## config.mk

```make
export PLATFORM = sky130hd
export DESIGN_NAME = websocket_frame_receive_parser_flat
export DESIGN_NICKNAME = d
export VERILOG_FILES = /design/src/hw/rtl/wsfp_pkg.sv /design/src/hw/rtl/wsfp_in_if.sv /design/src/hw/rtl/wsfp_out_if.sv /design/src/hw/rtl/websocket_frame_receive_parser.sv /design/src/hw/rtl/wsfp_front.sv /design/src/hw/rtl/wsfp_queue.sv /design/src/hw/rtl/wsfp_back.sv /design/src/flat_wrapper.sv
export SDC_FILE = /design/constraint.sdc
export NUM_CORES = 1
export LEC_CHECK = 0
export ABC_AREA = 1
export ABC_CLOCK_PERIOD_IN_PS = 5940
export BUFFER_PORTS_ARGS = -buffer_cell sky130_fd_sc_hd__buf_2
export CORE_AREA = 2 2 123 215
export DETAILED_ROUTE_END_ITERATION = 12
export DIE_AREA = 0 0 125 217
export PLACE_DENSITY = 0.53
export SYNTH_ARGS = -nofsm -noshare
export SYNTH_HDL_FRONTEND = slang
export SYNTH_HIERARCHICAL = 1
export SYNTH_SLANG_ARGS = --single-unit
```

## constraint.sdc

```tcl
create_clock -name clk -period 5.94 [get_ports clk]
set_input_delay 0.891 -clock clk [delete_from_list [all_inputs] [get_ports clk]]
set_output_delay 0.891 -clock clk [all_outputs]
set_load 0.01 [all_outputs]
```

## src/hw/rtl/wsfp_pkg.sv

```systemverilog
`timescale 1ns / 1ps
// ----------------------------------------------------------------------------
// WebSocket frame parser package
// Shared types, codes and constants of the receive frame parser.
// ----------------------------------------------------------------------------
package wsfp_pkg;

    localparam int QUEUE_DEPTH = 2;

    localparam logic [3:0] OPC_BINARY = 4'h2;
    localparam logic [6:0] LEN_CODE_EXT16 = 7'd126;
    localparam logic [6:0] LEN_CODE_EXT64 = 7'd127;

    typedef enum logic [3:0] {
        PH_HDR0   = 4'd0,
        PH_HDR1   = 4'd1,
        PH_EXT_HI = 4'd2,
        PH_EXT_LO = 4'd3,
        PH_KEY0   = 4'd4,
        PH_KEY1   = 4'd5,
        PH_KEY2   = 4'd6,
        PH_KEY3   = 4'd7,
        PH_DATA   = 4'd8
    } phase_t;

    typedef enum logic [1:0] {
        EV_PAYLOAD = 2'd0,
        EV_EMPTY   = 2'd1,
        EV_ERROR   = 2'd2
    } event_kind_t;

    typedef enum logic [1:0] {
        ERR_FRAGMENTED = 2'd0,
        ERR_BINARY     = 2'd1,
        ERR_UNMASKED   = 2'd2,
        ERR_TOO_LARGE  = 2'd3
    } error_code_t;

    typedef struct packed {
        logic [1:0] kind;
        logic [7:0] masked;
        logic [7:0] key;
        logic       last;
        logic [3:0] opcode;
        logic [1:0] err;
    } cmd_t;

endpackage

```

## src/hw/rtl/wsfp_in_if.sv

```systemverilog
`timescale 1ns / 1ps
// ----------------------------------------------------------------------------
// Byte input channel
// Valid/ready channel carrying one received frame byte per transaction.
// ----------------------------------------------------------------------------
interface wsfp_in_if;
    logic       valid;
    logic       ready;
    logic [7:0] data_byte;

    modport source (output valid, output data_byte, input ready);
    modport sink (input valid, input data_byte, output ready);
endinterface

```

## src/hw/rtl/wsfp_out_if.sv

```systemverilog
`timescale 1ns / 1ps
// ----------------------------------------------------------------------------
// Event output channel
// Valid/ready channel carrying one parser event per transaction.
// ----------------------------------------------------------------------------
interface wsfp_out_if;
    logic       valid;
    logic       ready;
    logic [1:0] event_kind;
    logic [7:0] payload_byte;
    logic       last_of_message;
    logic [3:0] frame_opcode;
    logic [1:0] error_code;

    modport source (output valid, output event_kind, output payload_byte,
                    output last_of_message, output frame_opcode, output error_code,
                    input ready);
    modport sink (input valid, input event_kind, input payload_byte,
                  input last_of_message, input frame_opcode, input error_code,
                  output ready);
endinterface

```

## src/hw/rtl/websocket_frame_receive_parser.sv

```systemverilog
`timescale 1ns / 1ps
// Path: an event reaches evt through the command queue and then the output register.
// Throughput: one byte per cycle; the front end stalls only when the
// two-entry command queue is full, which happens only under output stall.
// Reset: rst_n clears parse phase, frame fields, error halt, queue and
// output valid at once; no clearing pass.
// ----------------------------------------------------------------------------
// WebSocket frame receive parser
// Parses client-to-server frame headers and emits unmasked payload, empty-frame and error events.
// ----------------------------------------------------------------------------
module websocket_frame_receive_parser #(
    parameter int QueueDepth = wsfp_pkg::QUEUE_DEPTH
) (
    input  logic       clk,
    input  logic       rst_n,
    wsfp_in_if.sink    rx,
    wsfp_out_if.source evt
);

    logic           push;
    logic           space;
    logic           pop;
    logic           avail;
    wsfp_pkg::cmd_t push_cmd;
    wsfp_pkg::cmd_t pop_cmd;

    wsfp_front u_front (
        .clk   (clk),
        .rst_n (rst_n),
        .rx    (rx),
        .space (space),
        .push  (push),
        .cmd   (push_cmd)
    );

    wsfp_queue #(
        .DEPTH (QueueDepth)
    ) u_queue (
        .clk      (clk),
        .rst_n    (rst_n),
        .push     (push),
        .push_cmd (push_cmd),
        .space    (space),
        .pop      (pop),
        .avail    (avail),
        .pop_cmd  (pop_cmd)
    );

    wsfp_back u_back (
        .clk   (clk),
        .rst_n (rst_n),
        .avail (avail),
        .cmd   (pop_cmd),
        .pop   (pop),
        .evt   (evt)
    );

endmodule

```

## src/hw/rtl/wsfp_front.sv

```systemverilog
`timescale 1ns / 1ps
// ----------------------------------------------------------------------------
// Frame header front end
// Accepts bytes, tracks header/key/payload phase and queues event commands.
// ----------------------------------------------------------------------------
module wsfp_front (
    input  logic                 clk,
    input  logic                 rst_n,
    wsfp_in_if.sink              rx,
    input  logic                 space,
    output logic                 push,
    output wsfp_pkg::cmd_t       cmd
);

    wsfp_pkg::phase_t phase_reg, phase_next;
    logic [7:0]       hdr0_reg, hdr0_next;
    logic [3:0]       opcode_reg, opcode_next;
    logic [15:0]      len_reg, len_next;
    logic [15:0]      pos_reg, pos_next;
    logic [7:0]       key_reg [4];
    logic [7:0]       key_next [4];
    logic             halted_reg, halted_next;

    logic             accept;
    logic [15:0]      pos_inc;
    logic [6:0]       len_code;
    logic [3:0]       hdr_opc;
    logic             err_hit;
    logic [1:0]       err_sel;

    assign rx.ready = space;
    assign accept   = rx.valid && rx.ready;
    assign pos_inc  = 16'(pos_reg + 16'd1);
    assign len_code = rx.data_byte[6:0];
    assign hdr_opc  = hdr0_reg[3:0];

    always_comb
    begin
        err_hit = 1'b1;
        err_sel = wsfp_pkg::ERR_FRAGMENTED;
        priority if (!hdr0_reg[7])
        begin
            err_sel = wsfp_pkg::ERR_FRAGMENTED;
        end
        else if (hdr_opc == wsfp_pkg::OPC_BINARY)
        begin
            err_sel = wsfp_pkg::ERR_BINARY;
        end
        else if (!rx.data_byte[7])
        begin
            err_sel = wsfp_pkg::ERR_UNMASKED;
        end
        else if (len_code == wsfp_pkg::LEN_CODE_EXT64)
        begin
            err_sel = wsfp_pkg::ERR_TOO_LARGE;
        end
        else
        begin
            err_hit = 1'b0;
        end
    end

    always_comb
    begin
        phase_next  = phase_reg;
        hdr0_next   = hdr0_reg;
        opcode_next = opcode_reg;
        len_next    = len_reg;
        pos_next    = pos_reg;
        key_next    = key_reg;
        halted_next = halted_reg;
        push        = 1'b0;
        cmd.kind    = wsfp_pkg::EV_PAYLOAD;
        cmd.masked  = 8'd0;
        cmd.key     = 8'd0;
        cmd.last    = 1'b0;
        cmd.opcode  = opcode_reg;
        cmd.err     = wsfp_pkg::ERR_FRAGMENTED;

        if (accept && !halted_reg)
        begin
            unique case (phase_reg)
                wsfp_pkg::PH_HDR0:
                begin
                    hdr0_next  = rx.data_byte;
                    phase_next = wsfp_pkg::PH_HDR1;
                end
                wsfp_pkg::PH_HDR1:
                begin
                    opcode_next = hdr_opc;
                    if (err_hit)
                    begin
                        halted_next = 1'b1;
                        push        = 1'b1;
                        cmd.kind    = wsfp_pkg::EV_ERROR;
                        cmd.opcode  = hdr_opc;
                        cmd.err     = err_sel;
                    end
                    else if (len_code < wsfp_pkg::LEN_CODE_EXT16)
                    begin
                        len_next   = {9'd0, len_code};
                        phase_next = wsfp_pkg::PH_KEY0;
                    end
                    else
                    begin
                        phase_next = wsfp_pkg::PH_EXT_HI;
                    end
                end
                wsfp_pkg::PH_EXT_HI:
                begin
                    len_next   = {rx.data_byte, 8'd0};
                    phase_next = wsfp_pkg::PH_EXT_LO;
                end
                wsfp_pkg::PH_EXT_LO:
                begin
                    len_next   = {len_reg[15:8], rx.data_byte};
                    phase_next = wsfp_pkg::PH_KEY0;
                end
                wsfp_pkg::PH_KEY0:
                begin
                    key_next[0] = rx.data_byte;
                    phase_next  = wsfp_pkg::PH_KEY1;
                end
                wsfp_pkg::PH_KEY1:
                begin
                    key_next[1] = rx.data_byte;
                    phase_next  = wsfp_pkg::PH_KEY2;
                end
                wsfp_pkg::PH_KEY2:
                begin
                    key_next[2] = rx.data_byte;
                    phase_next  = wsfp_pkg::PH_KEY3;
                end
                wsfp_pkg::PH_KEY3:
                begin
                    key_next[3] = rx.data_byte;
                    pos_next    = 16'd0;
                    if (len_reg == 16'd0)
                    begin
                        push        = 1'b1;
                        cmd.kind    = wsfp_pkg::EV_EMPTY;
                        cmd.last    = 1'b1;
                        phase_next  = wsfp_pkg::PH_HDR0;
                        hdr0_next   = 8'd0;
                        opcode_next = 4'd0;
                        for (int i = 0; i < 4; i++)
                        begin
                            key_next[i] = 8'd0;
                        end
                    end
                    else
                    begin
                        phase_next = wsfp_pkg::PH_DATA;
                    end
                end
                wsfp_pkg::PH_DATA:
                begin
                    push       = 1'b1;
                    cmd.kind   = wsfp_pkg::EV_PAYLOAD;
                    cmd.masked = rx.data_byte;
                    cmd.key    = key_reg[pos_reg[1:0]];
                    cmd.last   = (pos_inc == len_reg);
                    pos_next   = pos_inc;
                    if (pos_inc == len_reg)
                    begin
                        phase_next  = wsfp_pkg::PH_HDR0;
                        hdr0_next   = 8'd0;
                        opcode_next = 4'd0;
                        len_next    = 16'd0;
                        pos_next    = 16'd0;
                        for (int i = 0; i < 4; i++)
                        begin
                            key_next[i] = 8'd0;
                        end
                    end
                end
                default:
                begin
                    hdr0_next  = rx.data_byte;
                    phase_next = wsfp_pkg::PH_HDR1;
                end
            endcase
        end
    end

    always_ff @(posedge clk or negedge rst_n)
    begin
        if (!rst_n)
        begin
            phase_reg  <= wsfp_pkg::PH_HDR0;
            hdr0_reg   <= 8'd0;
            opcode_reg <= 4'd0;
            len_reg    <= 16'd0;
            pos_reg    <= 16'd0;
            halted_reg <= 1'b0;
            for (int i = 0; i < 4; i++)
            begin
                key_reg[i] <= 8'd0;
            end
        end
        else
        begin
            phase_reg  <= phase_next;
            hdr0_reg   <= hdr0_next;
            opcode_reg <= opcode_next;
            len_reg    <= len_next;
            pos_reg    <= pos_next;
            halted_reg <= halted_next;
            key_reg    <= key_next;
        end
    end

endmodule

```

## src/hw/rtl/wsfp_queue.sv

```systemverilog
`timescale 1ns / 1ps
// ----------------------------------------------------------------------------
// Command queue
// Short FIFO between the header front end and the event back end.
// ----------------------------------------------------------------------------
module wsfp_queue #(
    parameter int DEPTH = wsfp_pkg::QUEUE_DEPTH
) (
    input  logic           clk,
    input  logic           rst_n,
    input  logic           push,
    input  wsfp_pkg::cmd_t push_cmd,
    output logic           space,
    input  logic           pop,
    output logic           avail,
    output wsfp_pkg::cmd_t pop_cmd
);

    localparam int PW = (DEPTH > 1) ? $clog2(DEPTH) : 1;
    localparam int CW = $clog2(DEPTH + 1);

    wsfp_pkg::cmd_t mem [DEPTH];
    logic [PW-1:0]  wr_ptr_reg, wr_ptr_next;
    logic [PW-1:0]  rd_ptr_reg, rd_ptr_next;
    logic [CW-1:0]  count_reg, count_next;
    logic           do_push, do_pop;

    assign space   = (count_reg != CW'(DEPTH));
    assign avail   = (count_reg != '0);
    assign do_push = push && space;
    assign do_pop  = pop && avail;
    assign pop_cmd = mem[rd_ptr_reg];

    always_comb
    begin
        wr_ptr_next = wr_ptr_reg;
        rd_ptr_next = rd_ptr_reg;
        count_next  = count_reg;
        if (do_push)
        begin
            wr_ptr_next = (wr_ptr_reg == PW'(DEPTH - 1)) ? '0 : PW'(wr_ptr_reg + 1'b1);
        end
        if (do_pop)
        begin
            rd_ptr_next = (rd_ptr_reg == PW'(DEPTH - 1)) ? '0 : PW'(rd_ptr_reg + 1'b1);
        end
        unique case ({do_push, do_pop})
            2'b10:   count_next = CW'(count_reg + 1'b1);
            2'b01:   count_next = CW'(count_reg - 1'b1);
            default: count_next = count_reg;
        endcase
    end

    always_ff @(posedge clk)
    begin
        if (do_push)
        begin
            mem[wr_ptr_reg] <= push_cmd;
        end
    end

    always_ff @(posedge clk or negedge rst_n)
    begin
        if (!rst_n)
        begin
            wr_ptr_reg <= '0;
            rd_ptr_reg <= '0;
            count_reg  <= '0;
        end
        else
        begin
            wr_ptr_reg <= wr_ptr_next;
            rd_ptr_reg <= rd_ptr_next;
            count_reg  <= count_next;
        end
    end

endmodule

```

## src/hw/rtl/wsfp_back.sv

```systemverilog
`timescale 1ns / 1ps
// ----------------------------------------------------------------------------
// Event back end
// Unmasks payload bytes and holds each event in the output register.
// ----------------------------------------------------------------------------
module wsfp_back (
    input  logic           clk,
    input  logic           rst_n,
    input  logic           avail,
    input  wsfp_pkg::cmd_t cmd,
    output logic           pop,
    wsfp_out_if.source     evt
);

    logic       valid_reg;
    logic [1:0] kind_reg;
    logic [7:0] byte_reg;
    logic       last_reg;
    logic [3:0] opc_reg;
    logic [1:0] err_reg;

    assign pop = avail && (!valid_reg || evt.ready);

    assign evt.valid           = valid_reg;
    assign evt.event_kind      = kind_reg;
    assign evt.payload_byte    = byte_reg;
    assign evt.last_of_message = last_reg;
    assign evt.frame_opcode    = opc_reg;
    assign evt.error_code      = err_reg;

    always_ff @(posedge clk or negedge rst_n)
    begin
        if (!rst_n)
        begin
            valid_reg <= 1'b0;
        end
        else if (pop)
        begin
            valid_reg <= 1'b1;
        end
        else if (evt.ready)
        begin
            valid_reg <= 1'b0;
        end
    end

    always_ff @(posedge clk)
    begin
        if (pop)
        begin
            kind_reg <= cmd.kind;
            byte_reg <= cmd.masked ^ cmd.key;
            last_reg <= cmd.last;
            opc_reg  <= cmd.opcode;
            err_reg  <= cmd.err;
        end
    end

endmodule

```

## src/flat_wrapper.sv

```systemverilog
// flat-port wrapper written by rule: the top's interface ports become plain ports
module websocket_frame_receive_parser_flat 
#(
    parameter int QueueDepth = wsfp_pkg::QUEUE_DEPTH
)
  (clk, rst_n, rx_valid, rx_data_byte, rx_ready, evt_valid, evt_event_kind, evt_payload_byte, evt_last_of_message, evt_frame_opcode, evt_error_code, evt_ready);
  wsfp_in_if rx_i ();
  wsfp_out_if evt_i ();
  input  logic clk;
  input  logic rst_n;
  input wire logic [$bits(rx_i.valid)-1:0] rx_valid;
  input wire logic [$bits(rx_i.data_byte)-1:0] rx_data_byte;
  output wire logic [$bits(rx_i.ready)-1:0] rx_ready;
  output wire logic [$bits(evt_i.valid)-1:0] evt_valid;
  output wire logic [$bits(evt_i.event_kind)-1:0] evt_event_kind;
  output wire logic [$bits(evt_i.payload_byte)-1:0] evt_payload_byte;
  output wire logic [$bits(evt_i.last_of_message)-1:0] evt_last_of_message;
  output wire logic [$bits(evt_i.frame_opcode)-1:0] evt_frame_opcode;
  output wire logic [$bits(evt_i.error_code)-1:0] evt_error_code;
  input wire logic [$bits(evt_i.ready)-1:0] evt_ready;
  assign rx_i.valid = rx_valid;
  assign rx_i.data_byte = rx_data_byte;
  assign rx_ready = rx_i.ready;
  assign evt_valid = evt_i.valid;
  assign evt_event_kind = evt_i.event_kind;
  assign evt_payload_byte = evt_i.payload_byte;
  assign evt_last_of_message = evt_i.last_of_message;
  assign evt_frame_opcode = evt_i.frame_opcode;
  assign evt_error_code = evt_i.error_code;
  assign evt_i.ready = evt_ready;
  websocket_frame_receive_parser #(.QueueDepth(QueueDepth)) u_core (.clk(clk), .rst_n(rst_n), .rx(rx_i), .evt(evt_i));
endmodule
```

# Word level (Yosys, flattened, before mapping)
# Memory sizes are Yosys's and may differ from the RTL's.
# Index checks and enable logic that the tools add are counted.
# word_totals
reg_bits,103
mem_count,1
out_inout_bits,19
latchBits,0
mem_bits_rw,50
word_cells,133
in_bits,12
rom_bits,0
# classes
shift,0
n_addsub,5
mux,52
order_cmp,2
bitwise,4
mul,0
n_reduce_logical,31
n_div,0
n_eq_ne,18
# memory_table
name,words,word_bits,read_ports,rd_ports_with_merged_regs,write_ports,line,text
u_core.u_queue.mem,2,25,1,0,1,wsfp_queue.sv:22,wsfp_pkg::cmd_t mem [DEPTH];
# ops
op,count
$pmux W8 S3,4
$mux W16,5
$mux W32,2
$pmux W16 S4,1
$mux W8,4
$pmux W16 S2,1
$pmux W4 S8,1
$mux W25,1
$reduce_and A4 Y1,5
$add A16 B1 Y16 const B,1
$bmux W8 S2,1
$eq A16 B16 Y1,1
$eq A4 B3 Y1 const B,4
$logic_not A16 Y1,1
$mux W4,4
$pmux W8 S2,1
$reduce_bool A3 Y1,5
$mux W1,14
$eq A4 B2 Y1 const B,3
$mux W6,2
$pmux W4 S3,1
$mux W2,5
$ne A2 B2 Y1 const B,5
$reduce_and A3 Y1,3
26 further kinds,37

# Logic depth before layout (Yosys ltp)
# logic_depth
ltp_word,11
ltp_mapped,17
ltp_nobuf,16

# By module
# Netlist, hierarchy kept.
# modules_own_cells
mod,seq_area_each_um2,cells_per_inst,area_each_um2,n_inst
wsfp_front,1951.9,695,4782.1,1
wsfp_queue,1601.5,160,2100.8,1
wsfp_back,535.5,55,675.6,1

# Worst setup path after synthesis
# OpenSTA, ideal clock, no wires.
# synth_timing
path_type,input-to-reg
start,input port rx_data_byte[3]
end,"memory u_core/u_queue/mem[0][0] in the netlist's numbering, enable pin"
n_path_buf,0
arrival_ns,3.078
cell_stages,8
slack_ns,2.455
setup_ns,0.407
t_required_ns,5.533
path_cell_list,inv_1 nor3_1 nand3_1 o21ai_0 o21ai_0 a31oi_1 nand2_4 nor2_1
# synth_via
elab_chain_cells,11
# synth_lines
item,line,text
"start, declared",flat_wrapper.sv:12,input wire logic [$bits(rx_i.data_byte)-1:0] rx_data_byte;
$eq A7 B7 Y1,wsfp_front.sv:53,else if (len_code == wsfp_pkg::LEN_CODE_EXT64)
$mux W1,wsfp_front.sv:53,
$mux W1,wsfp_front.sv:49,else if (!rx.data_byte[7])
$mux W1,wsfp_front.sv:45,else if (hdr_opc == wsfp_pkg::OPC_BINARY)
$mux W1,wsfp_front.sv:41,priority if (!hdr0_reg[7])
$mux W1,wsfp_front.sv:91,if (err_hit)
$pmux W1 S3,wsfp_front.sv:82,unique case (phase_reg)
$mux W1,wsfp_front.sv:80,if (accept && !halted_reg)
via u_core.push,websocket_frame_receive_parser.sv:20,logic push;
$logic_and A1 B1 Y1,wsfp_queue.sv:30,assign do_push = push && space;
$mux W1,wsfp_queue.sv:56,if (do_push)
$mux W1 (not written as such),wsfp_queue.sv:58,mem[wr_ptr_reg] <= push_cmd;
"end, declared",wsfp_queue.sv:22,
# The timed path passes the listed nets, and every way through them passes these cells.

# Worst setup path after layout
# layout_timing
start,register u_core.u_front.pos_reg[0]
end,register u_core/u_front/key_reg[25] in the netlist's numbering
# layout_via
elab_chain_cells,4
# layout_lines
item,line,text
"start, declared",wsfp_front.sv:19,"logic [15:0] pos_reg, pos_next;"
"start signal, assigned",wsfp_front.sv:207,pos_reg <= pos_next;
$add A16 B1 Y16,wsfp_front.sv:33,assign pos_inc = 16'(pos_reg + 16'd1);
$eq A16 B16 Y1,wsfp_front.sv:164,if (pos_inc == len_reg)
$ne A2 B2 Y1 (no source line),--,
$reduce_and A4 Y1 (no source line),--,
"end signal, assigned",wsfp_front.sv:209,key_reg <= key_next;
"end, declared",wsfp_front.sv:20,logic [7:0] key_reg [4];
# No other way between the ends.
# A chain may end at the register's enable or synchronous reset.

==> results.md <==
* Status: finished clean
* Register-to-register setup slack at 2070 ps
* Hold Crit Class: input pin to async pin
* Synth Flop Type: dfrtp_1
* Met1 WL at 7790 um
* Slowest stage delay, CP at 810 ps
* Pins Over Slew Limit at 0
* # diodes at 0
* First-pass GRT wire length at 32500 um
* CTS sink cnt at 150
* Library cells used by synthesis at 35
* Syn Std Cell Area at 7560 um2
* Syn Inst Count at 910
* Vias post-DR at 6195
* Drt drc at 0
* Antenna-violating nets left at 0
* Max_cap viols at 0
* IO Count at 31
* Share of cells above drive strength 1 at 10.9%
* Bufs on Longest Clock Path at 2
* FMAX at 258 MHz
* Critical path, cell by cell: ha_1, nand2_2, nor2_4, nand2_1, nand2_1, nand2_1, nand2_1, nand2_1, nor2_1, nand2_1, nor2_1, nand3_1, nand2_2, buf_4, nand3_1, nand2_1, nand2_1
* Setup Fix Bufs, Post-CTS at 0
* Number of nets in the layout at 956
* Gr ovfl total at 0
* Met3 wire len at 505 um
* Initial antenna violation count at 0
* Die height at 217 um
* Placer Congestion at 0.907
* P per Cell Area at 249 nW/um2
* Sequential element share of the synthesized area at 54.1%
* Total track usage at 15.4%
* Largest register FFs at 50
* Core Region at 25600 um2
* Clock skew at 9.46 ps
* TNS Setup at 0 ps
* Final setup fails at 0
* Final core occ at 33.5%
* Clk_lat worst skew at 430 ps
* Hold Vio Cnt, Final at 0
* Pre-Repair DR Iteration Count at 5
* Yosys reg bits at 150
* Post-DP HPWL at 14600 um
* Element type at the critical path start: flop
* Syn_nets at 924
* Crit Path Max Fanout at 36
* Resized Gates After CTS at 0
* Leak at 0.00382 uW
* Max layer used: met4
* Cell Int Power at 1660 uW
* Avg Inst Size Synth at 8.31 um2
* DIE WIDTH at 125 um
* Worst-path clk slew at 70 ps
* CP arrival at 4190 ps
* Htree depth at 4
* Slew HR at 38.2%
* Peak supply drop at 0.000172 V
* Drt initial violations at 471
* Row cnt at 78
* RSZ-0062 raised after global routing: no
* Avg WL per Cell at 15.7 um
* Switching Fraction at 22.1%
* Share of total power in the clock network at 48.0%
* Post-synth EDFFs at 67
* Async SR Flop Fraction at 55.3%
* Routed vias/inst at 4.86
* Clock tree from TritonCTS: yes
* Setup CP Type: flop to flop
* Vias in the first global route at 6156
* Routed met2 length at 11000 um
* Number of hold buffers added after cts at 0
* Crit path time final at 3870 ps
* Sequential cell area at 4090 um2
* Input/output buffers at 30
* Largest net degree at the start of global routing at 43
* CP endpoint kind: flop
* Yosys warning total at 6
* CP max stage cell: dfrtp_1
* Fin crit share at 65.2%
* Multi-input gate area at 2940 um2
* Sequential power share at 50.5%
* CP required at 6260 ps
* Root buffer cell: clkbuf_16
* Comb power frac at 1.5%
* Area Overhead vs Synth at 13.2%
* Routed Wire Length at 20000 um
* Cts bufs inserted at 17
* Slew @ Worst Pin at 919 ps
* Initial Util at 29.6%
* Critical path's most frequent cell: nand2_1
* Die area at 27100 um2
* Switch Pwr at 472 uW
* Layout filler cell count at 2680
stage by stage:
stage | hold WS, ps | std cells | area [um2] | setup slack, ps | total power (uW)
3_3_place_gp | 451 | 1243 | 8000 | 2160 | 1130
3_5_place_dp | 454 | 1243 | 8000 | 2090 | 1130
5_1_grt | 472 | 1275 | 8560 | 1690 | 2210
4_1_cts | 456 | 1275 | 8560 | 2050 | 2160
6_report | 436 | 1275 | 8560 | 2070 | 2130
2_1_floorplan | 423 | 910 | 7560 | 2460 | 1110
synthesized netlist by cell type (4+ instances only):
master / instances / share of area (%)
nand4_1: 64 / 5.3
o21ai_0: 21 / 1.4
edfxtp_1: 67 / 27
nor2_2: 5 / 0.41
o22ai_1: 17 / 1.4
nand2_2: 9 / 0.74
nor3_1: 13 / 0.86
nor2_4: 4 / 0.60
nand3_1: 50 / 3.3
clkinv_1: 5 / 0.25
inv_1: 76 / 3.8
nand2_1: 308 / 15
nor2_1: 110 / 5.5
dfrtp_1: 83 / 27
o21ai_1: 10 / 0.66
buf_6: 10 / 1.5
clkbuf_1: 13 / 0.65
a21oi_1: 15 / 0.99
placed cells by master, fill, tap and decap left out, types with 17 or more instances in the layout:
| cell | count |
|---|---|
| inv_1 | 76 |
| buf_2 | 29 |
| nand3_1 | 50 |
| dfrtp_1 | 83 |
| nor2_1 | 108 |
| clkbuf_16 | 17 |
| nand4_1 | 64 |
| nand2_1 | 308 |
| edfxtp_1 | 67 |
| o22ai_1 | 17 |
| o21ai_0 | 21 |
layout make-up:
class,count,area share (%)
Inverter,85,3.82
Sequential cell,150,47.8
Tap cell,320,4.68
Clock buffer,19,5.06
Timing Repair Buffer,42,2.84
Multi-Input combinational cell,646,34.4
Clock inverter,13,1.43
cell families (layout without fill, tap and decap cells):
group | Yosys count | count (layout) | synth area share [%]
flip-flops | 150 | 150 | 54.1
buffers and inverters | 114 | 159 | 7.08
XOR/XNOR | 3 | 3 | 0.348
adder cells (fa/ha/maj) | 2 | 2 | 0.331
AND/OR/NAND/NOR | 574 | 574 | 33.3
AO/OA/AOI/OAI | 67 | 67 | 4.88
final timing paths:
path	cells past startpoint	start	endpoint
max	17	u_core/u_front/pos_reg[0]	u_core/u_front/key_reg[25]
min	1	rst_n	u_core/u_front/pos_reg[9]
max reg2reg	17	u_core/u_front/pos_reg[0]	u_core/u_front/key_reg[25]
min reg2reg	2	u_core/u_front/key_reg[23]	u_core/u_front/key_reg[23]
max in group asynchronous	2	rst_n	u_core/u_front/key_reg[4]
min in group clk	2	u_core/u_front/key_reg[23]	u_core/u_front/key_reg[23]
layer usage:
metal  track usage, %  vias up
li1                 -     3087
met1             16.1     2940
met2             29.2      130
met3             2.58       38
met4             7.63        0
met5                0        -
critical path: cells and delay by family, from the launching register on:
| family | cells | cell delay (ps) |
|---|---|---|
| adder cells (fa/ha/maj) | 1 | 330 |
| flip-flops | 1 | 810 |
| AND/OR/NAND/NOR | 15 | 2200 |
| buffers and inverters | 1 | 420 |
power by group through the flow:
stage | combinational [uW] | clock [uW] | sequential (uW)
final | 32.9 | 1020 | 1080
after global routing | 36.8 | 1100 | 1080
after CTS | 34.0 | 1050 | 1080
after detailed placement | 33.8 | 0 | 1100
after global placement | 33.7 | 0 | 1100
after floorplan | 7.93 | 0 | 1100
(Power assumes the default switching activity.)
